$ cat src/hdl/ctq_pkg.sv
package ctq_pkg;

  localparam int DEPTH = 16;
  localparam int IDX_W = $clog2(DEPTH);
  localparam int CNT_W = $clog2(DEPTH + 1);

  localparam int HANDLE_W = 16;
  localparam int CODE_W   = 8;
  localparam int DESC_W   = 64;
  localparam int LIMIT_W  = 5;

  localparam logic [LIMIT_W-1:0] LIMIT_RESET = LIMIT_W'(DEPTH);

  localparam logic [CODE_W-1:0] LONG_CODE_A = 8'd5;
  localparam logic [CODE_W-1:0] LONG_CODE_B = 8'd6;

  localparam int               PADDR_W         = 3;
  localparam logic             REG_QUEUE_LIMIT = 1'b0;

  localparam logic MODE_ENQUEUE = 1'b0;
  localparam logic MODE_DEQUEUE = 1'b1;

  typedef enum logic [1:0] {
    ST_DONE  = 2'd0,
    ST_FULL  = 2'd1,
    ST_EMPTY = 2'd2
  } status_t;

  typedef enum logic [1:0] {
    S_IDLE,
    S_SEARCH,
    S_APPLY
  } ctl_state_t;

  typedef struct packed {
    logic capture;
    logic search;
    logic apply;
  } ctl_cmd_t;

  typedef struct packed {
    logic out_free;
  } dp_stat_t;

  function automatic logic is_long(input logic [CODE_W-1:0] code);
    return (code == LONG_CODE_A) || (code == LONG_CODE_B);
  endfunction

endpackage

$ cat src/hdl/ctq_ctrl.sv
module ctq_ctrl (
  input  logic              clk,
  input  logic              rst_n,
  input  logic              in_valid,
  output logic              in_ready,
  input  ctq_pkg::dp_stat_t stat,
  output ctq_pkg::ctl_cmd_t cmd
);

  ctq_pkg::ctl_state_t state_r;
  ctq_pkg::ctl_state_t state_nxt;

  always_ff @(posedge clk) begin
    if (!rst_n) begin
      state_r <= ctq_pkg::S_IDLE;
    end else begin
      state_r <= state_nxt;
    end
  end

  always_comb begin
    state_nxt = state_r;
    case (state_r)
      ctq_pkg::S_IDLE: begin
        if (in_valid) state_nxt = ctq_pkg::S_SEARCH;
      end
      ctq_pkg::S_SEARCH: begin
        state_nxt = ctq_pkg::S_APPLY;
      end
      ctq_pkg::S_APPLY: begin
        if (stat.out_free) state_nxt = ctq_pkg::S_IDLE;
      end
      default: begin
        state_nxt = ctq_pkg::S_IDLE;
      end
    endcase
  end

  always_comb begin
    in_ready    = 1'b0;
    cmd.capture = 1'b0;
    cmd.search  = 1'b0;
    cmd.apply   = 1'b0;
    case (state_r)
      ctq_pkg::S_IDLE: begin
        in_ready    = 1'b1;
        cmd.capture = in_valid;
      end
      ctq_pkg::S_SEARCH: begin
        cmd.search = 1'b1;
      end
      ctq_pkg::S_APPLY: begin
        cmd.apply = stat.out_free;
      end
      default: begin
        in_ready = 1'b0;
      end
    endcase
  end

endmodule

$ cat src/hdl/ctq_datapath.sv
module ctq_datapath (
  input  logic                                clk,
  input  logic                                rst_n,
  input  ctq_pkg::ctl_cmd_t                   cmd,
  output ctq_pkg::dp_stat_t                   stat,
  input  logic [ctq_pkg::LIMIT_W-1:0]         queue_limit,
  input  logic                                in_mode,
  input  logic                                in_requester_is_short,
  input  logic [ctq_pkg::HANDLE_W-1:0]        in_conn_handle_in,
  input  logic [ctq_pkg::CODE_W-1:0]          in_command_code_in,
  input  logic [ctq_pkg::DESC_W-1:0]          in_descriptor_in,
  output logic                                out_valid,
  input  logic                                out_ready,
  output logic [1:0]                          out_status,
  output logic [ctq_pkg::HANDLE_W-1:0]        out_conn_handle_out,
  output logic [ctq_pkg::CODE_W-1:0]          out_command_code_out,
  output logic [ctq_pkg::DESC_W-1:0]          out_descriptor_out,
  output logic [ctq_pkg::CNT_W-1:0]           out_task_count,
  output logic [ctq_pkg::CNT_W-1:0]           out_short_count
);

  logic [ctq_pkg::HANDLE_W-1:0] handle_r [ctq_pkg::DEPTH];
  logic [ctq_pkg::CODE_W-1:0]   code_r   [ctq_pkg::DEPTH];
  logic [ctq_pkg::DESC_W-1:0]   desc_r   [ctq_pkg::DEPTH];
  logic [ctq_pkg::DEPTH-1:0]    long_r;

  logic [ctq_pkg::CNT_W-1:0]    held_r;
  logic [ctq_pkg::CNT_W-1:0]    held_nxt;
  logic [ctq_pkg::CNT_W-1:0]    short_r;
  logic [ctq_pkg::CNT_W-1:0]    short_nxt;

  logic                         mode_r;
  logic                         want_short_r;
  logic [ctq_pkg::HANDLE_W-1:0] hin_r;
  logic [ctq_pkg::CODE_W-1:0]   cin_r;
  logic [ctq_pkg::DESC_W-1:0]   din_r;

  logic [ctq_pkg::IDX_W-1:0]    pos_r;
  logic [ctq_pkg::IDX_W-1:0]    pos_nxt;
  logic                         found_r;
  logic                         found_nxt;

  logic                         out_valid_r;
  ctq_pkg::status_t             status_r;
  ctq_pkg::status_t             status_nxt;
  logic [ctq_pkg::HANDLE_W-1:0] hout_r;
  logic [ctq_pkg::HANDLE_W-1:0] hout_nxt;
  logic [ctq_pkg::CODE_W-1:0]   cout_r;
  logic [ctq_pkg::CODE_W-1:0]   cout_nxt;
  logic [ctq_pkg::DESC_W-1:0]   dout_r;
  logic [ctq_pkg::DESC_W-1:0]   dout_nxt;
  logic [ctq_pkg::CNT_W-1:0]    tcnt_r;
  logic [ctq_pkg::CNT_W-1:0]    scnt_r;

  logic [ctq_pkg::DEPTH-1:0]    occ;
  logic [ctq_pkg::DEPTH-1:0]    cand;
  logic [ctq_pkg::LIMIT_W-1:0]  limit_eff;
  logic                         full;
  logic                         do_enq;
  logic                         do_deq;

  assign stat.out_free = !out_valid_r || out_ready;

  always_ff @(posedge clk) begin
    if (cmd.capture) begin
      mode_r       <= in_mode;
      want_short_r <= in_requester_is_short;
      hin_r        <= in_conn_handle_in;
      cin_r        <= in_command_code_in;
      din_r        <= in_descriptor_in;
    end
  end

  // Find the oldest task of the requested class; a long request with no long task takes the oldest task.
  always_comb begin
    for (int i = 0; i < ctq_pkg::DEPTH; i++) begin
      occ[i] = ctq_pkg::CNT_W'(i) < held_r;
    end
    cand      = want_short_r ? (occ & ~long_r) : (occ & long_r);
    pos_nxt   = '0;
    found_nxt = 1'b0;
    for (int i = ctq_pkg::DEPTH - 1; i >= 0; i--) begin
      if (cand[i]) begin
        pos_nxt   = ctq_pkg::IDX_W'(i);
        found_nxt = 1'b1;
      end
    end
    if (!found_nxt && !want_short_r && held_r != '0) begin
      pos_nxt   = '0;
      found_nxt = 1'b1;
    end
  end

  always_ff @(posedge clk) begin
    if (cmd.search) begin
      pos_r   <= pos_nxt;
      found_r <= found_nxt;
    end
  end

  assign limit_eff = (queue_limit > ctq_pkg::LIMIT_W'(ctq_pkg::DEPTH)) ?
                     ctq_pkg::LIMIT_W'(ctq_pkg::DEPTH) : queue_limit;
  assign full      = (held_r >= ctq_pkg::CNT_W'(limit_eff)) ||
                     (held_r >= ctq_pkg::CNT_W'(ctq_pkg::DEPTH));
  assign do_enq    = cmd.apply && (mode_r == ctq_pkg::MODE_ENQUEUE) && !full;
  assign do_deq    = cmd.apply && (mode_r == ctq_pkg::MODE_DEQUEUE) && found_r;

  always_comb begin
    held_nxt   = held_r;
    short_nxt  = short_r;
    status_nxt = ctq_pkg::ST_DONE;
    hout_nxt   = '0;
    cout_nxt   = '0;
    dout_nxt   = '0;
    if (mode_r == ctq_pkg::MODE_ENQUEUE) begin
      if (full) begin
        status_nxt = ctq_pkg::ST_FULL;
      end else begin
        held_nxt = held_r + 1'b1;
        if (!ctq_pkg::is_long(cin_r)) short_nxt = short_r + 1'b1;
      end
    end else if (!found_r) begin
      status_nxt = ctq_pkg::ST_EMPTY;
    end else begin
      hout_nxt = handle_r[pos_r];
      cout_nxt = code_r[pos_r];
      dout_nxt = desc_r[pos_r];
      held_nxt = held_r - 1'b1;
      if (!long_r[pos_r] && short_r != '0) short_nxt = short_r - 1'b1;
    end
  end

  // Close the gap on removal; append at the tail on insertion.
  always_ff @(posedge clk) begin
    for (int i = 0; i < ctq_pkg::DEPTH - 1; i++) begin
      if (do_deq && ctq_pkg::IDX_W'(i) >= pos_r) begin
        handle_r[i] <= handle_r[i+1];
        code_r[i]   <= code_r[i+1];
        desc_r[i]   <= desc_r[i+1];
        long_r[i]   <= long_r[i+1];
      end
    end
    if (do_enq) begin
      handle_r[held_r[ctq_pkg::IDX_W-1:0]] <= hin_r;
      code_r[held_r[ctq_pkg::IDX_W-1:0]]   <= cin_r;
      desc_r[held_r[ctq_pkg::IDX_W-1:0]]   <= din_r;
      long_r[held_r[ctq_pkg::IDX_W-1:0]]   <= ctq_pkg::is_long(cin_r);
    end
  end

  always_ff @(posedge clk) begin
    if (!rst_n) begin
      held_r      <= '0;
      short_r     <= '0;
      out_valid_r <= 1'b0;
    end else begin
      if (cmd.apply) begin
        held_r      <= held_nxt;
        short_r     <= short_nxt;
        out_valid_r <= 1'b1;
      end else if (out_ready) begin
        out_valid_r <= 1'b0;
      end
    end
  end

  always_ff @(posedge clk) begin
    if (cmd.apply) begin
      status_r <= status_nxt;
      hout_r   <= hout_nxt;
      cout_r   <= cout_nxt;
      dout_r   <= dout_nxt;
      tcnt_r   <= held_nxt;
      scnt_r   <= short_nxt;
    end
  end

  assign out_valid            = out_valid_r;
  assign out_status           = status_r;
  assign out_conn_handle_out  = hout_r;
  assign out_command_code_out = cout_r;
  assign out_descriptor_out   = dout_r;
  assign out_task_count       = tcnt_r;
  assign out_short_count      = scnt_r;

endmodule

$ cat src/hdl/class_aware_task_queue_unit.sv
// Ordered task queue of 16 entries with short/long class-aware dequeue. Each transaction
// is accepted, then searched by class over the 16 occupancy and class bits, then applied:
// the chosen entry is read, the queue compacted and the output register loaded; the apply
// step waits while the previous result is still untaken. Program queue_limit at address 0
// over the APB port only while no transaction is in flight.
module class_aware_task_queue_unit (
  input  logic                                clk,
  input  logic                                rst_n,
  input  logic                                psel,
  input  logic                                penable,
  input  logic                                pwrite,
  input  logic [ctq_pkg::PADDR_W-1:0]         paddr,
  input  logic [31:0]                         pwdata,
  output logic [31:0]                         prdata,
  output logic                                pready,
  input  logic                                in_valid,
  output logic                                in_ready,
  input  logic                                in_mode,
  input  logic                                in_requester_is_short,
  input  logic [ctq_pkg::HANDLE_W-1:0]        in_conn_handle_in,
  input  logic [ctq_pkg::CODE_W-1:0]          in_command_code_in,
  input  logic [ctq_pkg::DESC_W-1:0]          in_descriptor_in,
  output logic                                out_valid,
  input  logic                                out_ready,
  output logic [1:0]                          out_status,
  output logic [ctq_pkg::HANDLE_W-1:0]        out_conn_handle_out,
  output logic [ctq_pkg::CODE_W-1:0]          out_command_code_out,
  output logic [ctq_pkg::DESC_W-1:0]          out_descriptor_out,
  output logic [ctq_pkg::CNT_W-1:0]           out_task_count,
  output logic [ctq_pkg::CNT_W-1:0]           out_short_count
);

  logic [ctq_pkg::LIMIT_W-1:0] limit_r;
  logic                        cfg_wr;
  ctq_pkg::ctl_cmd_t           cmd;
  ctq_pkg::dp_stat_t           stat;

  assign pready = 1'b1;
  assign cfg_wr = psel && penable && pwrite && pready &&
                  (paddr[2] == ctq_pkg::REG_QUEUE_LIMIT);

  always_ff @(posedge clk) begin
    if (!rst_n) begin
      limit_r <= ctq_pkg::LIMIT_RESET;
    end else if (cfg_wr) begin
      limit_r <= pwdata[ctq_pkg::LIMIT_W-1:0];
    end
  end

  assign prdata = (paddr[2] == ctq_pkg::REG_QUEUE_LIMIT) ?
                  {{(32 - ctq_pkg::LIMIT_W){1'b0}}, limit_r} : '0;

  ctq_ctrl u_ctrl (
    .clk      (clk),
    .rst_n    (rst_n),
    .in_valid (in_valid),
    .in_ready (in_ready),
    .stat     (stat),
    .cmd      (cmd)
  );

  ctq_datapath u_dp (
    .clk                   (clk),
    .rst_n                 (rst_n),
    .cmd                   (cmd),
    .stat                  (stat),
    .queue_limit           (limit_r),
    .in_mode               (in_mode),
    .in_requester_is_short (in_requester_is_short),
    .in_conn_handle_in     (in_conn_handle_in),
    .in_command_code_in    (in_command_code_in),
    .in_descriptor_in      (in_descriptor_in),
    .out_valid             (out_valid),
    .out_ready             (out_ready),
    .out_status            (out_status),
    .out_conn_handle_out   (out_conn_handle_out),
    .out_command_code_out  (out_command_code_out),
    .out_descriptor_out    (out_descriptor_out),
    .out_task_count        (out_task_count),
    .out_short_count       (out_short_count)
  );

  a_short_le_total: assert property (@(posedge clk) disable iff (!rst_n)
    out_valid |-> out_short_count <= out_task_count)
    else $error("short count exceeds task count");

  a_count_bound: assert property (@(posedge clk) disable iff (!rst_n)
    out_valid |-> out_task_count <= ctq_pkg::CNT_W'(ctq_pkg::DEPTH))
    else $error("task count exceeds depth");

  a_fail_zero: assert property (@(posedge clk) disable iff (!rst_n)
    (out_valid && out_status != ctq_pkg::ST_DONE) |->
      (out_conn_handle_out == '0 && out_command_code_out == '0 &&
       out_descriptor_out == '0))
    else $error("failed transaction carries a task");

  a_one_at_a_time: assert property (@(posedge clk) disable iff (!rst_n)
    (in_valid && in_ready) |=> !in_ready)
    else $error("second transaction taken while busy");

endmodule

$ cat config.mk
export PLATFORM = sky130hd
export DESIGN_NAME = class_aware_task_queue_unit
export DESIGN_NICKNAME = d
export VERILOG_FILES = /design/src/hdl/ctq_pkg.sv /design/src/hdl/ctq_ctrl.sv /design/src/hdl/ctq_datapath.sv /design/src/hdl/class_aware_task_queue_unit.sv
export SDC_FILE = /design/constraint.sdc
export NUM_CORES = 2
export LEC_CHECK = 0
export BUFFER_PORTS_ARGS = -buffer_cell sky130_fd_sc_hd__buf_4
export CAP_MARGIN = 15
export CORE_MARGIN = 5
export CORE_UTILIZATION = 45
export DETAILED_ROUTE_END_ITERATION = 7
export PLACE_DENSITY = 0.74
export SYNTH_ARGS = -nofsm -noshare
export SYNTH_HDL_FRONTEND = slang
export SYNTH_HIERARCHICAL = 1
export SYNTH_SLANG_ARGS = --single-unit
$ cat constraint.sdc
create_clock -name clk -period 16 [get_ports clk]
set_input_delay 4.8 -clock clk [delete_from_list [all_inputs] [get_ports clk]]
set_output_delay 4.8 -clock clk [all_outputs]
set_load 0.005 [all_outputs]
==> metrics.md <==
| Metric | Value |
|---|---|
| Status | `finished, final reports clean` |
| Delay-heaviest family, CP | `buffers and inverters` |
| CTS Root Cell | `clkbuf_16` |
| Clk slew on worst S/H paths | `approximately 60 ps` |
| Vias/cell | `between 6 and 7` |
| Vias in the first global route | `around 43,000` |
| Std-Cell Rows | `roughly 150` |
| FF-to-FF path depth | `9` |
| Post-synthesis sequential area ratio | `a little over 60%` |
| Grt total ovfl | `0` |
| Crit path top cell by count | `buf_4` |
| Initial antenna violation count | `5` |
| Die Span X | `roughly 430 um` |
| Avg Inst Size Synth | `around 19 sq um` |
| Final Max Slew Viols | `0` |
| VDD IR-drop max | `0.0854 mV` |
| CP max-delay cell | `and2b_2` |
| Final worst path period share | `between 60% and 70%` |
| Worst path cell trace | `buf_4 > and2b_2 > buf_4` |
| Post-place setup slack | `~5700 ps` |
| Main synth FF type | `edfxtp_1` |
| Clk_lat worst skew | `around 820 ps` |
| Fin Clk Skew | `slightly above 30 ps` |
| Core Area | `between 0.15 and 0.2 sq mm` |
| EDFF count, synth | `between 1,500 and 2,000` |
| Req. time, crit path | `between 10,000 and 15,000 ps` |
| Dpl hpwl | `about 110,000 um` |
| Buffers on Ports | `209` |
| WL/cell | `around 30 um` |
| Final ANT Viol Nets | `0` |
| Peak Freq | `roughly 0.1 GHz` |
| Flops & latches, synth | `1,637` |
| Max-cap violations | `0` |
| Top-count cell post-synth | `edfxtp_1` |
| Setup_tns | `0 ps` |
| RD Place Congestion | `between 0.7 and 0.8` |
| Initial Utilization | `roughly 45%` |
| Setup violations, final | `0` |
| Cell area after layout | `between 0.08 and 0.09 sq mm` |
| Io pins | `~270` |
| Syn Inst Count | `4,237` |
| Arr. time, crit path | `5250 ps` |
| Hold Crit Depth | `2` |
| Asr flop ratio synth | `0%` |
| Post-DP Area | `roughly 0.082 sq mm` |
| Resize count post-CTS | `0` |
| Final Hold Fails | `0` |
| CTS tree | `yes` |
| Post-Place Cells | `6,480` |
| Setup ws final | `5950 ps` |
| Leakage | `around 0.028 uW` |
| Count of warnings emitted by yosys | `6` |
| Finished Layout Cells | `~6,800` |
| CTS buffer count | `approximately 170` |
| DRC viols | `0` |
| Largest net degree at the start of global routing | `around 140` |
| Final net count | `between 4,000 and 5,000` |
| Total chip power | `between 8000 and 9000 uW` |
| Count of cell types in the netlist | `63` |
| Die area | `approximately 0.18 sq mm` |
| Post-CTS Hold Fix Bufs | `0` |
| Drt first pass iters | `7` |
| Max clock buf depth | `3` |
| Setup crit end kind | `primary output` |
| Synth area leaders | `edfxtp_1 61%, mux2_1 16%, mux4_2 13%` |
| Post-Route WL | `a little over 200,000 um` |
| Clock Sinks | `between 1,500 and 2,000` |
| HP Class | `register to register` |
| Fraction of layout cells with a size suffix above 1 | `about a quarter` |
| Initial drt markers | `4,346` |
| Slew @ Worst Pin | `roughly 1200 ps` |
| Unrepaired setup endpoints after global routing | `no` |
| Post-CTS Setup Bufs | `0` |
| GRT Util Overall | `a little over a fifth` |
| WP depth | `3` |
| Critical path type | `primary input to primary output` |
| Commonest cells post-synth | `1,604 x edfxtp_1, 1,145 x mux2_1, 444 x mux4_2, 176 x mux2_2, 170 x clkbuf_1` |
| Cell accounting for the most synthesized area | `edfxtp_1` |
| Share of the synthesized area in the top cell type | `approximately three fifths` |
| CTS H-tree lvls | `4` |
| Die Ht | `428 um` |
| Via count | `slightly above 40,000` |
| Worst Setup Start Kind | `primary input` |
| CP peak stage delay | `210 ps` |
| Syn-to-layout area delta | `10.9%` |
| First-pass GRT wire length | `about 300,000 um` |
| PD cells | `103 mW/mm^2` |
| Synthesized cell area | `0.0788 sq mm` |
| Buf/Inv on CP | `2` |
| Worst-path fanout max | `6` |
| Max transition margin | `a little under a quarter` |
| Tmin final | `between 10,000 and 15,000 ps` |
## tightest hold or removal path, cell delays in order (launching register included)
cell and delay [ps]:
dfxtp_1 320, nand2_1 50, mux2i_1 50
## kinds of logic (layout without fill, tap and decap cells)
kind of cell / Yosys count / count (layout) / synth area share, %
muxes: 1789 / 1789 / 31.9
DFF: 1637 / 1637 / 62.0
buffers and inverters: 409 / 604 / 3.01
and+or+nand+nor: 265 / 265 / 1.85
AOI/OAI and AO/OA: 101 / 101 / 0.805
xor gates and xnor gates: 22 / 22 / 0.245
adders and majority gates: 12 / 12 / 0.191
other: 2 / 32 / 0.00954
## stage by stage
step           hold slack (ps)  utilization (%)
2_1_floorplan              439                -
3_3_place_gp               459             47.1
3_5_place_dp               466             47.1
4_1_cts                    475             50.2
5_1_grt                    507             50.2
6_report                   474             50.2
## registers in the layout (all words and copies together), names as in the netlist, 8 cells and up
| signal | count |
|---|---|
| u_dp/desc_r | 1024 |
| u_dp/handle_r | 256 |
| u_dp/code_r | 128 |
| u_dp/din_r | 64 |
| u_dp/out_descriptor_out | 64 |
| u_dp/hin_r | 16 |
| u_dp/long_r | 16 |
| u_dp/out_conn_handle_out | 16 |
| u_dp/cin_r | 8 |
| u_dp/out_command_code_out | 8 |
## per-layer routing
| metal | track usage, % | vias to the layer above | wire length (um) |
|---|---|---|---|
| li1 | - | 17300 | - |
| met1 | 29.0 | 22100 | 80100 |
| met2 | 37.2 | 1829 | 102000 |
| met3 | 3.61 | 281 | 15700 |
| met4 | 5.71 | 0 | 5080 |
| met5 | 0 | - | 0 |
## final timing paths
path              slack, ps                 end           start
setup / recovery       5950           prdata[3]        paddr[2]
hold / removal          470          limit_r[2]      limit_r[2]
setup reg to reg       9950  u_dp/desc_r[9][33]  u_dp/held_r[4]
hold reg to reg         470          limit_r[2]      limit_r[2]
## placed cells by master, fill, tap and decap left out, drive strengths merged, types with 5 or more instances in the layout
cell type / Yosys / routed
buf: 229 / 291
and2b: 5 / 5
and2: 94 / 94
ha: 12 / 12
or3: 7 / 7
nor2b: 9 / 9
clkinv: 1 / 56
nor2: 42 / 42
mux2: 1321 / 1321
conb: 2 / 28
inv: 9 / 20
nand3b: 5 / 5
xnor2: 18 / 18
nand3: 23 / 23
dfxtp: 33 / 33
edfxtp: 1604 / 1604
nor3: 8 / 8
a31oi: 7 / 7
nand2: 47 / 47
a211oi: 6 / 6
bufinv: 0 / 9
mux4: 444 / 444
a21oi: 33 / 33
mux2i: 24 / 24
clkbuf: 170 / 224
o21ai: 20 / 20
## final cells by class
| type | count | area, sq um |
|---|---|---|
| multi-input cells | 2217 | 28000 |
| flip-flops and latches | 1637 | 48800 |
| fillers | 13900 | 86600 |
| clock inverters | 79 | 727 |
| repair buffers | 291 | 2260 |
| clock buffers | 224 | 4610 |
| inverters | 10 | 37.5 |
| well taps | 2325 | 2910 |
| diodes | 4 | 10.0 |
## where the power goes
part / internal (uW) / switching [uW]
clock network: 2180 / 1680
logic: 166 / 188
registers: 4710 / 70.7
Note: power is estimated with default switching activity, not from simulation.
